<file path="src/rtl/assert_macros.svh">
// Assertion helpers shared by the RTL files of the deframer.
// Synthesis builds see empty bodies.
`ifndef ASSERT_MACROS_SVH
`define ASSERT_MACROS_SVH

`ifndef SYNTHESIS

// Property must hold at every rising edge outside reset.
`define SPD_ASSERT(lbl, clk, rst_n, prop, msg) \
  lbl: assert property (@(posedge clk) disable iff (!rst_n) (prop)) else $error(msg);

// Condition in the current cycle implies a consequence in the next cycle.
`define SPD_ASSERT_NEXT(lbl, clk, rst_n, cond, cons, msg) \
  lbl: assert property (@(posedge clk) disable iff (!rst_n) (cond) |=> (cons)) \
    else $error(msg);

`else

`define SPD_ASSERT(lbl, clk, rst_n, prop, msg)
`define SPD_ASSERT_NEXT(lbl, clk, rst_n, cond, cons, msg)

`endif

`endif

</file>
<file path="src/rtl/spd_pkg.sv">
package spd_pkg;

  localparam int unsigned ByteW = 8;
  localparam int unsigned WordW = 16;
  localparam int unsigned CfgIdxW = 1;

  localparam logic [WordW-1:0] SyncChecksummedReset = 16'hC1AF;
  localparam logic [WordW-1:0] SyncPlainReset = 16'hC1AE;

  // Configuration register indexes.
  localparam logic [CfgIdxW-1:0] RegSyncChecksummed = 1'b0;
  localparam logic [CfgIdxW-1:0] RegSyncPlain = 1'b1;

  // Header byte positions.
  localparam logic [1:0] HdrType = 2'd0;
  localparam logic [1:0] HdrLength = 2'd1;
  localparam logic [1:0] HdrSumLow = 2'd2;
  localparam logic [1:0] HdrSumHigh = 2'd3;

  typedef enum logic [2:0] {
    PHASE_HUNT    = 3'b001,
    PHASE_HEADER  = 3'b010,
    PHASE_PAYLOAD = 3'b100
  } phase_t;

  // One result as it travels through the output stage.
  typedef struct packed {
    logic             payload_valid;
    logic [ByteW-1:0] payload_byte;
    logic [ByteW-1:0] packet_type;
    logic [ByteW-1:0] packet_length;
    logic             frame_end;
    logic             frame_status;
    logic             had_checksum;
  } res_t;

endpackage

</file>
<file path="src/rtl/spd_skid.sv">
`include "assert_macros.svh"

// Two-entry output stage: an output register plus a skid register, so the
// upstream stall is a registered signal and a new request can enter every
// cycle while the receiver keeps up.
module spd_skid (
  input  logic          clk,
  input  logic          rst_n,
  input  logic          push,
  input  spd_pkg::res_t push_data,
  output logic          full,
  output logic          out_valid,
  input  logic          out_stall,
  output spd_pkg::res_t out_data
);

  logic          out_valid_r, out_valid_nxt;
  logic          skid_valid_r, skid_valid_nxt;
  spd_pkg::res_t out_data_r, out_data_nxt;
  spd_pkg::res_t skid_data_r, skid_data_nxt;
  logic          take;

  assign take = out_valid_r && !out_stall;

  always_comb begin
    out_valid_nxt  = out_valid_r;
    skid_valid_nxt = skid_valid_r;
    out_data_nxt   = out_data_r;
    skid_data_nxt  = skid_data_r;
    if (!out_valid_r || take) begin
      if (skid_valid_r) begin
        out_valid_nxt  = 1'b1;
        out_data_nxt   = skid_data_r;
        skid_valid_nxt = 1'b0;
      end else begin
        out_valid_nxt = push;
        out_data_nxt  = push_data;
      end
    end else if (push) begin
      skid_valid_nxt = 1'b1;
      skid_data_nxt  = push_data;
    end
  end

  always_ff @(posedge clk) begin
    if (!rst_n) begin
      out_valid_r  <= 1'b0;
      skid_valid_r <= 1'b0;
    end else begin
      out_valid_r  <= out_valid_nxt;
      skid_valid_r <= skid_valid_nxt;
    end
    out_data_r  <= out_data_nxt;
    skid_data_r <= skid_data_nxt;
  end

  assign full      = skid_valid_r;
  assign out_valid = out_valid_r;
  assign out_data  = out_data_r;

  // The skid register only fills behind a waiting output register.
  `SPD_ASSERT(a_skid_behind_out, clk, rst_n, !skid_valid_r || out_valid_r,
    "skid entry held while output register is empty")
  // A push is never offered while the skid register is occupied.
  `SPD_ASSERT(a_no_push_when_full, clk, rst_n, !(push && skid_valid_r),
    "push while output stage is full")

endmodule

</file>
<file path="src/rtl/sync_packet_deframer.sv">
// Byte-serial packet deframer.
// The input channel (in_valid, in_stall, in_rx_byte) carries one received
// byte per request. While hunting, the block pairs the previous byte (low
// half) with the current byte (high half) and compares the word with the two
// sync registers. A checksummed sync is followed by type, length and a
// little-endian 16-bit byte sum; a plain sync by type and length only. Then
// come length payload bytes, each passed out with out_payload_valid set.
// Every accepted byte yields exactly one result request on the output
// channel, with frame_end and frame_status marking the closing byte.
// Each accepted byte's result is registered in the output stage before it
// shows on out_valid; one byte is accepted per cycle while in_stall is low.
// When the receiver raises out_stall, results queue in the two-entry output
// stage and in_stall rises only once both entries hold results.
// Reset (synchronous, rst_n low) returns to hunting with all state cleared
// and the sync registers at 0xC1AF and 0xC1AE. cfg_we writes register
// cfg_index (0 checksummed sync, 1 plain sync) at the next rising edge.
`include "assert_macros.svh"

module sync_packet_deframer (
  input  logic                          clk,
  input  logic                          rst_n,
  input  logic                          cfg_we,
  input  logic [spd_pkg::CfgIdxW-1:0]   cfg_index,
  input  logic [spd_pkg::WordW-1:0]     cfg_wdata,
  input  logic                          in_valid,
  output logic                          in_stall,
  input  logic [spd_pkg::ByteW-1:0]     in_rx_byte,
  output logic                          out_valid,
  input  logic                          out_stall,
  output logic                          out_payload_valid,
  output logic [spd_pkg::ByteW-1:0]     out_payload_byte,
  output logic [spd_pkg::ByteW-1:0]     out_packet_type,
  output logic [spd_pkg::ByteW-1:0]     out_packet_length,
  output logic                          out_frame_end,
  output logic                          out_frame_status,
  output logic                          out_had_checksum
);

  // Sync word registers.
  logic [spd_pkg::WordW-1:0] sync_cs_r, sync_plain_r;

  always_ff @(posedge clk) begin
    if (!rst_n) begin
      sync_cs_r    <= spd_pkg::SyncChecksummedReset;
      sync_plain_r <= spd_pkg::SyncPlainReset;
    end else if (cfg_we) begin
      case (cfg_index)
        spd_pkg::RegSyncChecksummed: sync_cs_r    <= cfg_wdata;
        spd_pkg::RegSyncPlain:       sync_plain_r <= cfg_wdata;
        default: ;
      endcase
    end
  end

  // Framing state.
  spd_pkg::phase_t           phase_r, phase_nxt;
  logic [spd_pkg::ByteW-1:0] prev_byte_r, prev_byte_nxt;
  logic                      checksum_mode_r, checksum_mode_nxt;
  logic [1:0]                header_index_r, header_index_nxt;
  logic [spd_pkg::ByteW-1:0] type_r, type_nxt;
  logic [spd_pkg::ByteW-1:0] length_r, length_nxt;
  logic [spd_pkg::ByteW-1:0] bytes_left_r, bytes_left_nxt;
  logic [spd_pkg::WordW-1:0] expected_sum_r, expected_sum_nxt;
  logic [spd_pkg::WordW-1:0] running_sum_r, running_sum_nxt;

  logic                      in_accept;
  logic                      out_full;
  spd_pkg::res_t             res;
  spd_pkg::res_t             out_res;
  logic [spd_pkg::WordW-1:0] word;
  logic [1:0]                last_index;

  assign in_accept  = in_valid && !out_full;
  assign in_stall   = out_full;
  assign word       = {in_rx_byte, prev_byte_r};
  assign last_index = checksum_mode_r ? spd_pkg::HdrSumHigh : spd_pkg::HdrLength;

  always_comb begin
    phase_nxt         = phase_r;
    prev_byte_nxt     = prev_byte_r;
    checksum_mode_nxt = checksum_mode_r;
    header_index_nxt  = header_index_r;
    type_nxt          = type_r;
    length_nxt        = length_r;
    bytes_left_nxt    = bytes_left_r;
    expected_sum_nxt  = expected_sum_r;
    running_sum_nxt   = running_sum_r;
    res               = '0;

    case (phase_r)
      spd_pkg::PHASE_HEADER: begin
        case (header_index_r)
          spd_pkg::HdrType:    type_nxt = in_rx_byte;
          spd_pkg::HdrLength:  length_nxt = in_rx_byte;
          spd_pkg::HdrSumLow:  expected_sum_nxt = {8'h00, in_rx_byte};
          spd_pkg::HdrSumHigh: expected_sum_nxt = {in_rx_byte, expected_sum_r[7:0]};
          default: ;
        endcase
        if (header_index_r >= last_index) begin
          header_index_nxt = '0;
          if (length_nxt == '0) begin
            // Empty packet: closes on its last header byte.
            res.frame_end    = 1'b1;
            res.frame_status = checksum_mode_r && (expected_sum_nxt != '0);
            phase_nxt        = spd_pkg::PHASE_HUNT;
            prev_byte_nxt    = '0;
          end else begin
            bytes_left_nxt  = length_nxt;
            running_sum_nxt = '0;
            phase_nxt       = spd_pkg::PHASE_PAYLOAD;
          end
        end else begin
          header_index_nxt = header_index_r + 2'd1;
        end
      end
      spd_pkg::PHASE_PAYLOAD: begin
        res.payload_valid = 1'b1;
        res.payload_byte  = in_rx_byte;
        running_sum_nxt   = running_sum_r + {8'h00, in_rx_byte};
        bytes_left_nxt    = bytes_left_r - 8'd1;
        if (bytes_left_nxt == '0) begin
          res.frame_end    = 1'b1;
          res.frame_status = checksum_mode_r && (expected_sum_r != running_sum_nxt);
          phase_nxt        = spd_pkg::PHASE_HUNT;
          prev_byte_nxt    = '0;
        end
      end
      default: begin
        // Hunting: the checksummed sync wins when both registers match.
        prev_byte_nxt = in_rx_byte;
        if (word == sync_cs_r || word == sync_plain_r) begin
          checksum_mode_nxt = (word == sync_cs_r);
          phase_nxt         = spd_pkg::PHASE_HEADER;
          header_index_nxt  = '0;
          expected_sum_nxt  = '0;
          running_sum_nxt   = '0;
        end
      end
    endcase

    res.packet_type   = type_nxt;
    res.packet_length = length_nxt;
    res.had_checksum  = checksum_mode_nxt;
  end

  always_ff @(posedge clk) begin
    if (!rst_n) begin
      phase_r         <= spd_pkg::PHASE_HUNT;
      prev_byte_r     <= '0;
      checksum_mode_r <= 1'b0;
      header_index_r  <= '0;
      type_r          <= '0;
      length_r        <= '0;
      bytes_left_r    <= '0;
      expected_sum_r  <= '0;
      running_sum_r   <= '0;
    end else if (in_accept) begin
      phase_r         <= phase_nxt;
      prev_byte_r     <= prev_byte_nxt;
      checksum_mode_r <= checksum_mode_nxt;
      header_index_r  <= header_index_nxt;
      type_r          <= type_nxt;
      length_r        <= length_nxt;
      bytes_left_r    <= bytes_left_nxt;
      expected_sum_r  <= expected_sum_nxt;
      running_sum_r   <= running_sum_nxt;
    end
  end

  // Output stage: holds up to two results so a stalled receiver does not
  // immediately stall the link side.
  spd_skid u_skid (
    .clk       (clk),
    .rst_n     (rst_n),
    .push      (in_accept),
    .push_data (res),
    .full      (out_full),
    .out_valid (out_valid),
    .out_stall (out_stall),
    .out_data  (out_res)
  );

  assign out_payload_valid = out_res.payload_valid;
  assign out_payload_byte  = out_res.payload_byte;
  assign out_packet_type   = out_res.packet_type;
  assign out_packet_length = out_res.packet_length;
  assign out_frame_end     = out_res.frame_end;
  assign out_frame_status  = out_res.frame_status;
  assign out_had_checksum  = out_res.had_checksum;

  // In the payload phase at least one byte is always still owed.
  `SPD_ASSERT(a_payload_not_empty, clk, rst_n,
    phase_r != spd_pkg::PHASE_PAYLOAD || bytes_left_r != '0,
    "payload phase with no bytes left")
  // A plain header never walks past its length byte.
  `SPD_ASSERT(a_plain_header_short, clk, rst_n,
    phase_r != spd_pkg::PHASE_HEADER || checksum_mode_r ||
    header_index_r == spd_pkg::HdrType || header_index_r == spd_pkg::HdrLength,
    "plain header index beyond length byte")
  // An accepted byte that closes a frame leaves the block hunting.
  `SPD_ASSERT_NEXT(a_end_to_hunt, clk, rst_n, in_accept && res.frame_end,
    phase_r == spd_pkg::PHASE_HUNT && prev_byte_r == '0,
    "frame end did not return to hunting")

endmodule
</file>
<file path="config.mk">
export PLATFORM = sky130hd
export DESIGN_NAME = sync_packet_deframer
export DESIGN_NICKNAME = d
export VERILOG_FILES = /design/src/rtl/spd_pkg.sv /design/src/rtl/spd_skid.sv /design/src/rtl/sync_packet_deframer.sv
export VERILOG_INCLUDE_DIRS = /design/src /design/src/rtl
export SDC_FILE = /design/constraint.sdc
export NUM_CORES = 1
export LEC_CHECK = 0
export ABC_CLOCK_PERIOD_IN_PS = 9400
export BUFFER_PORTS_ARGS = -buffer_cell sky130_fd_sc_hd__buf_2
export CAP_MARGIN = 25
export CORE_MARGIN = 4
export CORE_UTILIZATION = 55
export CTS_BUF_LIST = sky130_fd_sc_hd__clkbuf_8 sky130_fd_sc_hd__clkbuf_16
export CTS_CLUSTER_DIAMETER = 50
export DETAILED_ROUTE_END_ITERATION = 6
export HOLD_SLACK_MARGIN = 0.05
export PLACE_DENSITY_LB_ADDON = 0.12
export SLEW_MARGIN = 25
export SYNTH_ARGS = -nofsm -noshare
export SYNTH_HDL_FRONTEND = slang
export SYNTH_SLANG_ARGS = --single-unit
export TNS_END_PERCENT = 30
</file>
<file path="constraint.sdc">
create_clock -name clk -period 9.4 [get_ports clk]
set_clock_uncertainty 0.2 [all_clocks]
set_input_delay 0 -clock clk [delete_from_list [all_inputs] [get_ports clk]]
set_output_delay 0 -clock clk [all_outputs]
set_load 0.05 [all_outputs]
</file>
# After elaboration in Yosys (flattened, before gate mapping)
# Cells that the tools add are included.
# op_classes
muxes	37
reduce_logical	26
order_cmp	1
n_eq_ne	12
addsub	3
bitwise_logic	4
# ops
cell	n
$pmux 16 s2	3
$mux 8	10
$mux 16	4
$eq 16x16->1	2
$pmux 8 s2	2
$mux 28	1
$add 16x8->16	1
$logic_not 8->1	2
$ne 16x16->1	1
$reduce_and 4->1	4
$reduce_bool 16->1	1
$mux 2	6
$mux 3	4
$mux 9	1
$ne 2x2->1 const B	4
$pmux 2 s2	2
$sub 8x1->8 const B	1
$pmux 3 s2	1
$reduce_and 2->1	3
$eq 2x2->1 const B	2
$logic_and 1x1->1	4
$not 1->1	4
$reduce_bool 2->1	2
$reduce_or 2->1	2
11 further kinds	16
# word_totals
output_inout_bits	30
word_cells	110
reg_bits	160
in_bits	30

# Longest topological paths before layout
# logic_depth
depth_word	9
mapped_depth	11
depth_no_buf	11

# Hierarchy
# Synthesis repeated with hierarchy kept, for this count alone.
# hier_totals
cells_unflattened	873
hier_area_um2	8191.6
# modules_own_cells
module	cells_per_inst	area_per_inst_um2	seq_area_each_um2	n_inst
sync_packet_deframer	779	6053.3	2042.0	1
spd_skid	94	2138.3	1721.7	1

# Worst setup path after synthesis
# No wires, ideal clock.
# synth_path
kind	reg2reg
start	register running_sum_r[0] (netlist name)
end	register u_skid.out_data_r, in the netlist u_skid.out_data[1], data pin
synth_period_minus_slack_ps	3403
setup_ps	259
slack_ps	5997
arrival_ps	2944
t_required_ps	8941
stages_incl_launch_ff	12
path_cell_list	dfxtp_1 > ha_1 > inv_1 > fa_1 > and2b_1 > o2111ai_2 > and3_4 > nor3_1 > xnor2_1 > or4b_1 > o311a_1 > a211o_1
# synth_via
elab_chain_len	6
# synth_rtl
element	line_no	source
from (decl)	sync_packet_deframer.sv:64	logic [spd_pkg::WordW-1:0] running_sum_r, running_sum_nxt;
from (signal assigned)	sync_packet_deframer.sv:166	running_sum_r <= running_sum_nxt;
$add 16x8->16	sync_packet_deframer.sv:119	running_sum_nxt = running_sum_r + {8'h00, in_rx_byte};
$ne 16x16->1	sync_packet_deframer.sv:123	res.frame_status = checksum_mode_r && (expected_sum_r != running_sum_nxt);
$logic_and 1x1->1	sync_packet_deframer.sv:123	
$mux 2	sync_packet_deframer.sv:121	if (bytes_left_nxt == '0) begin
$pmux 2 s2	sync_packet_deframer.sv:90	case (phase_r)
$mux 28	spd_skid.sv:31	if (skid_valid_r) begin
to (signal assigned)	spd_skid.sv:53	out_data_r <= out_data_nxt;
to (decl)	spd_skid.sv:19	spd_pkg::res_t out_data_r, out_data_nxt;
# Every way passes these cells.
# A chain may end at the register's enable or synchronous reset.

# Worst setup path in the final report
# layout_path
start	input in_rx_byte[0] (netlist name)
end	register u_skid.out_data_r, in the netlist u_skid.out_data[1], data pin
# layout_via
elab_chain_len	8
# layout_rtl
element	line_no	source
from (decl)	sync_packet_deframer.sv:27	input logic [spd_pkg::ByteW-1:0] in_rx_byte,
branches (longest 6 deep; another with $add 16x8->16)	--	
$pmux 2 s2 *	sync_packet_deframer.sv:90	
$mux 28 *	spd_skid.sv:31	
# Every way passes the cells marked *. The select of a mux whose other input is x is not followed.

==> qor.csv <==
stage,metric,value,unit
synth,register area share after synthesis,0.457,
cells_and_area,fraction of layout cells with a size suffix above 1,0.162,
worst_setup_path,FF-to-FF path depth,11,
pwr,PwrDens,172,nW/um^2
route,Iteration-0 DRC Markers,548,
synth,Synth Instances,910,
clock_tree,Root Buffer,clkbuf_16,
floorplan,die width,130,um
timing,worst-margin pin slew,0.950,ns
floorplan,Die Ht,130,um
synth,Synth cell types,72,
timing,WHS,0.136,ns
timing,Pins Over Slew Limit,0,
route,drt wl/cell,18.4,um
route,met3 WL,1640,um
place,Post-DP HPWL,14000,um
synth,Synth Flop Type,dfxtp_1,
cells_and_area,Area Overhead vs Synth,16.3,%
worst_setup_path,register-to-register setup slack,5.74,ns
route,sum of routed wire length over all layers,21500,um
min_path,Worst Hold Depth,4,
clock_tree,H-tree lvl count,4,
clock_tree,Worst-path clk slew,0.06,ns
synth,warnings from Yosys,0,
synth,nets in the synthesized netlist,956,
run_status,outcome,finished clean,
place,Cell Count Post-Placement,1099,
pwr,sequential share of power,0.459,
cells_and_area,register area,3760,sq um
clock_tree,Post-CTS Setup Inserts,0,
floorplan,die area,17000,sq um
cells_and_area,"Core Util, Final",0.656,
clock_tree,CTS tree,done,
synth,Synth async-reset ratio,0,
worst_setup_path,Worst EP arrival,3.77,ns
clock_tree,Clock Latency Late Sink,0.43,ns
pwr,Net Sw Power,0.000402,W
synth,Syn Area/Cell,9.05,sq um
worst_setup_path,WP data required,9.38,ns
grt,vias in the first global route,6794,
route,DR vias/cell,6.02,
grt,largest net degree at the start of global routing,82,
clock_tree,clk sinks,160,
synth,Yosys reg bits,160,
synth,Syn Std Cell Area,8240,sq um
synth,number of synthesized flops with an enable pin,56,
clock_tree,Max Buffers Root-to-Sink,2,
route,DR pass1 iterations,6,
grt,GRT Residual Overflow,0,
pwr,cell internal pwr,0.00124,W
grt,Total Routing Usage GR,0.258,
timing,fin crit share,0.403,
floorplan,Initial Utilization,0.565,
place,Final GP Congestion,0.951,
place,port bufs,59,
timing,Fin. Hold Viols,0,
route,post-route ant nets,0,
pwr,Sw Ratio,0.245,
route,Vias,7039,
route,Metal-1 WL,9380,um
worst_setup_path,critical path peak fanout,11,
floorplan,Core Region,14600,sq um
timing,Fmax,0.264,GHz
pwr,Gate power share,0.099,
timing,Final min period,3.79,ns
floorplan,standard-cell rows,44,
cells_and_area,nets,1018,
route,met2 WL,10100,um
timing,Rel. slew slack,0.367,
worst_setup_path,Setup crit end kind,flip-flop,
cells_and_area,Multi-input gate area,4180,sq um
min_path,Hold WC Path Type,in2reg,
pwr,Leakage,3.77,nW
timing,setup TNS,0,ns
grt,first-pass GRT wire length,34400,um
clock_tree,cts bufs inserted,17,
cells_and_area,"non-filler cells, final",1169,
floorplan,Ports,60,
route,top sig layer,met4,
pwr,clock network fraction of total power,0.442,
cells_and_area,fill count,1168,
timing,final setup fails,0,
cells_and_area,antenna diode count,0,
pwr,worst vdd ir,0.000128,V
worst_setup_path,CP Launch Type,input port,
worst_setup_path,WS Path Type,in2reg,
grt,antenna violations before repair,0,
timing,RSZ-0062 raised after global routing,no,
route,Residual DRC,0,
flow_run,maxcap violations,0,
==> sequential cells by signal, indices dropped and copies added (netlist names) <==
register            cells
u_skid.skid_data_r     28
length_r                8
running_sum_r          16
prev_byte_r             8
u_skid.out_data        28
bytes_left_r            8
phase_r                 3
u_skid.full             1
header_index_r          2
sync_cs_r              16
checksum_mode_r         1
expected_sum_r         16
sync_plain_r           16
u_skid.out_valid        1
type_r                  8
==> routing by layer <==
| metal | vias to the layer above | GRT usage |
|---|---|---|
| met4 | 0 | 0.0859 |
| met2 | 263 | 0.435 |
| met1 | 3383 | 0.337 |
| met5 | - | 0 |
| met3 | 38 | 0.0480 |
| li1 | 3355 | - |
==> cell type report <==
class                   count  share of cell area
multi-input cells         675               0.437
flip-flops and latches    160               0.393
clock buffers              17              0.0444
repair buffers            105              0.0768
clock inverters            15              0.0199
inverters                  13             0.00510
well taps                 184              0.0240
==> path summary, 6_finish.rpt <==
kind                        end        startpoint
min reg2reg       sync_cs_r[13]     sync_cs_r[13]
max reg2reg  u_skid.out_data[1]  running_sum_r[0]
min             sync_plain_r[2]      cfg_wdata[2]
max          u_skid.out_data[1]     in_rx_byte[0]
==> synthesized netlist by cell type, types with 6 or more instances <==
cell,number,share of area
clkbuf_1,50,0.023
o21ai_0,17,0.010
dfxtp_1,104,0.25
nor3b_1,13,0.012
inv_1,12,0.0055
nand2b_1,9,0.0068
a21oi_1,82,0.050
ha_1,15,0.023
nand3_1,31,0.019
nor2_1,96,0.044
mux2i_1,11,0.013
xnor2_1,49,0.052
nor3_1,36,0.022
a21o_1,8,0.0073
o31ai_1,6,0.0055
and3_1,12,0.0091
edfxtp_1,56,0.20
nand4_1,23,0.017
nor4_1,6,0.0046
a22oi_1,18,0.016
nand2_1,122,0.056
mux2_2,35,0.048
xor2_1,10,0.011
==> placed cells by master (no fill, tap or decap), types with 6 or more instances in the layout <==
| cell | count |
|---|---|
| clkbuf_16 | 17 |
| nand4_1 | 23 |
| nor4_1 | 6 |
| nand3_1 | 31 |
| xnor2_1 | 49 |
| a21oi_1 | 82 |
| dfxtp_1 | 104 |
| mux2_2 | 35 |
| nand2b_1 | 9 |
| edfxtp_1 | 56 |
| mux2i_1 | 11 |
| buf_4 | 8 |
| inv_1 | 13 |
| ha_1 | 15 |
| nor3_1 | 36 |
| a21o_1 | 8 |
| nor2_1 | 95 |
| xor2_1 | 10 |
| o21ai_0 | 17 |
| and3_1 | 12 |
| a22oi_1 | 18 |
| nor3b_1 | 13 |
| buf_2 | 59 |
| nand2_1 | 122 |
| dlygate4sd3_1 | 38 |
==> power by group through the flow <==
stage	Sequential, W	Combinational, W	Clock, W
after floorplan	0.000800	0.0000770	0
after global placement	0.000769	0.000146	0
after detailed placement	0.000769	0.000149	0
after CTS	0.000754	0.000161	0.000736
after global routing	0.000757	0.000176	0.000764
final	0.000754	0.000163	0.000726
==> critical path, stage by stage <==
cell	delay (ns)
dlygate4sd3_1	0.52
buf_2	0.30
ha_1	0.27
inv_1	0.07
fa_1	0.40
and2b_1	0.26
o2111ai_2	0.18
and3_4	0.22
nor3_1	0.33
xnor2_1	0.20
or4b_1	0.45
o311a_1	0.29
a211o_1	0.26
==> metrics by stage <==
step                total power (W)  worst slack [ns]  instance area [sq um]
finish                      0.00164              5.61                   9580
global route                0.00170              5.49                   9580
CTS                         0.00165              5.64                   9570
detailed placement         0.000918              5.72                   8580
global placement           0.000914              5.81                   8580
floorplan                  0.000877              6.00                   8240
==> what timing repair did <==
item	CTS	global route
endpoints found under the hold margin	114	0
gates resized for setup	0	0
hold buffers	38	0
==> kinds of logic after synthesis <==
group,count (synthesis),synth area share
muxes,46,0.0612
and+or+nand+nor,385,0.224
xor gates and xnor gates,59,0.0627
DFF,160,0.457
AOI/OAI and AO/OA,169,0.133
buffers and inverters,75,0.0372
adders and majority gates,16,0.0252
Power figures use the tool's default switching activity.
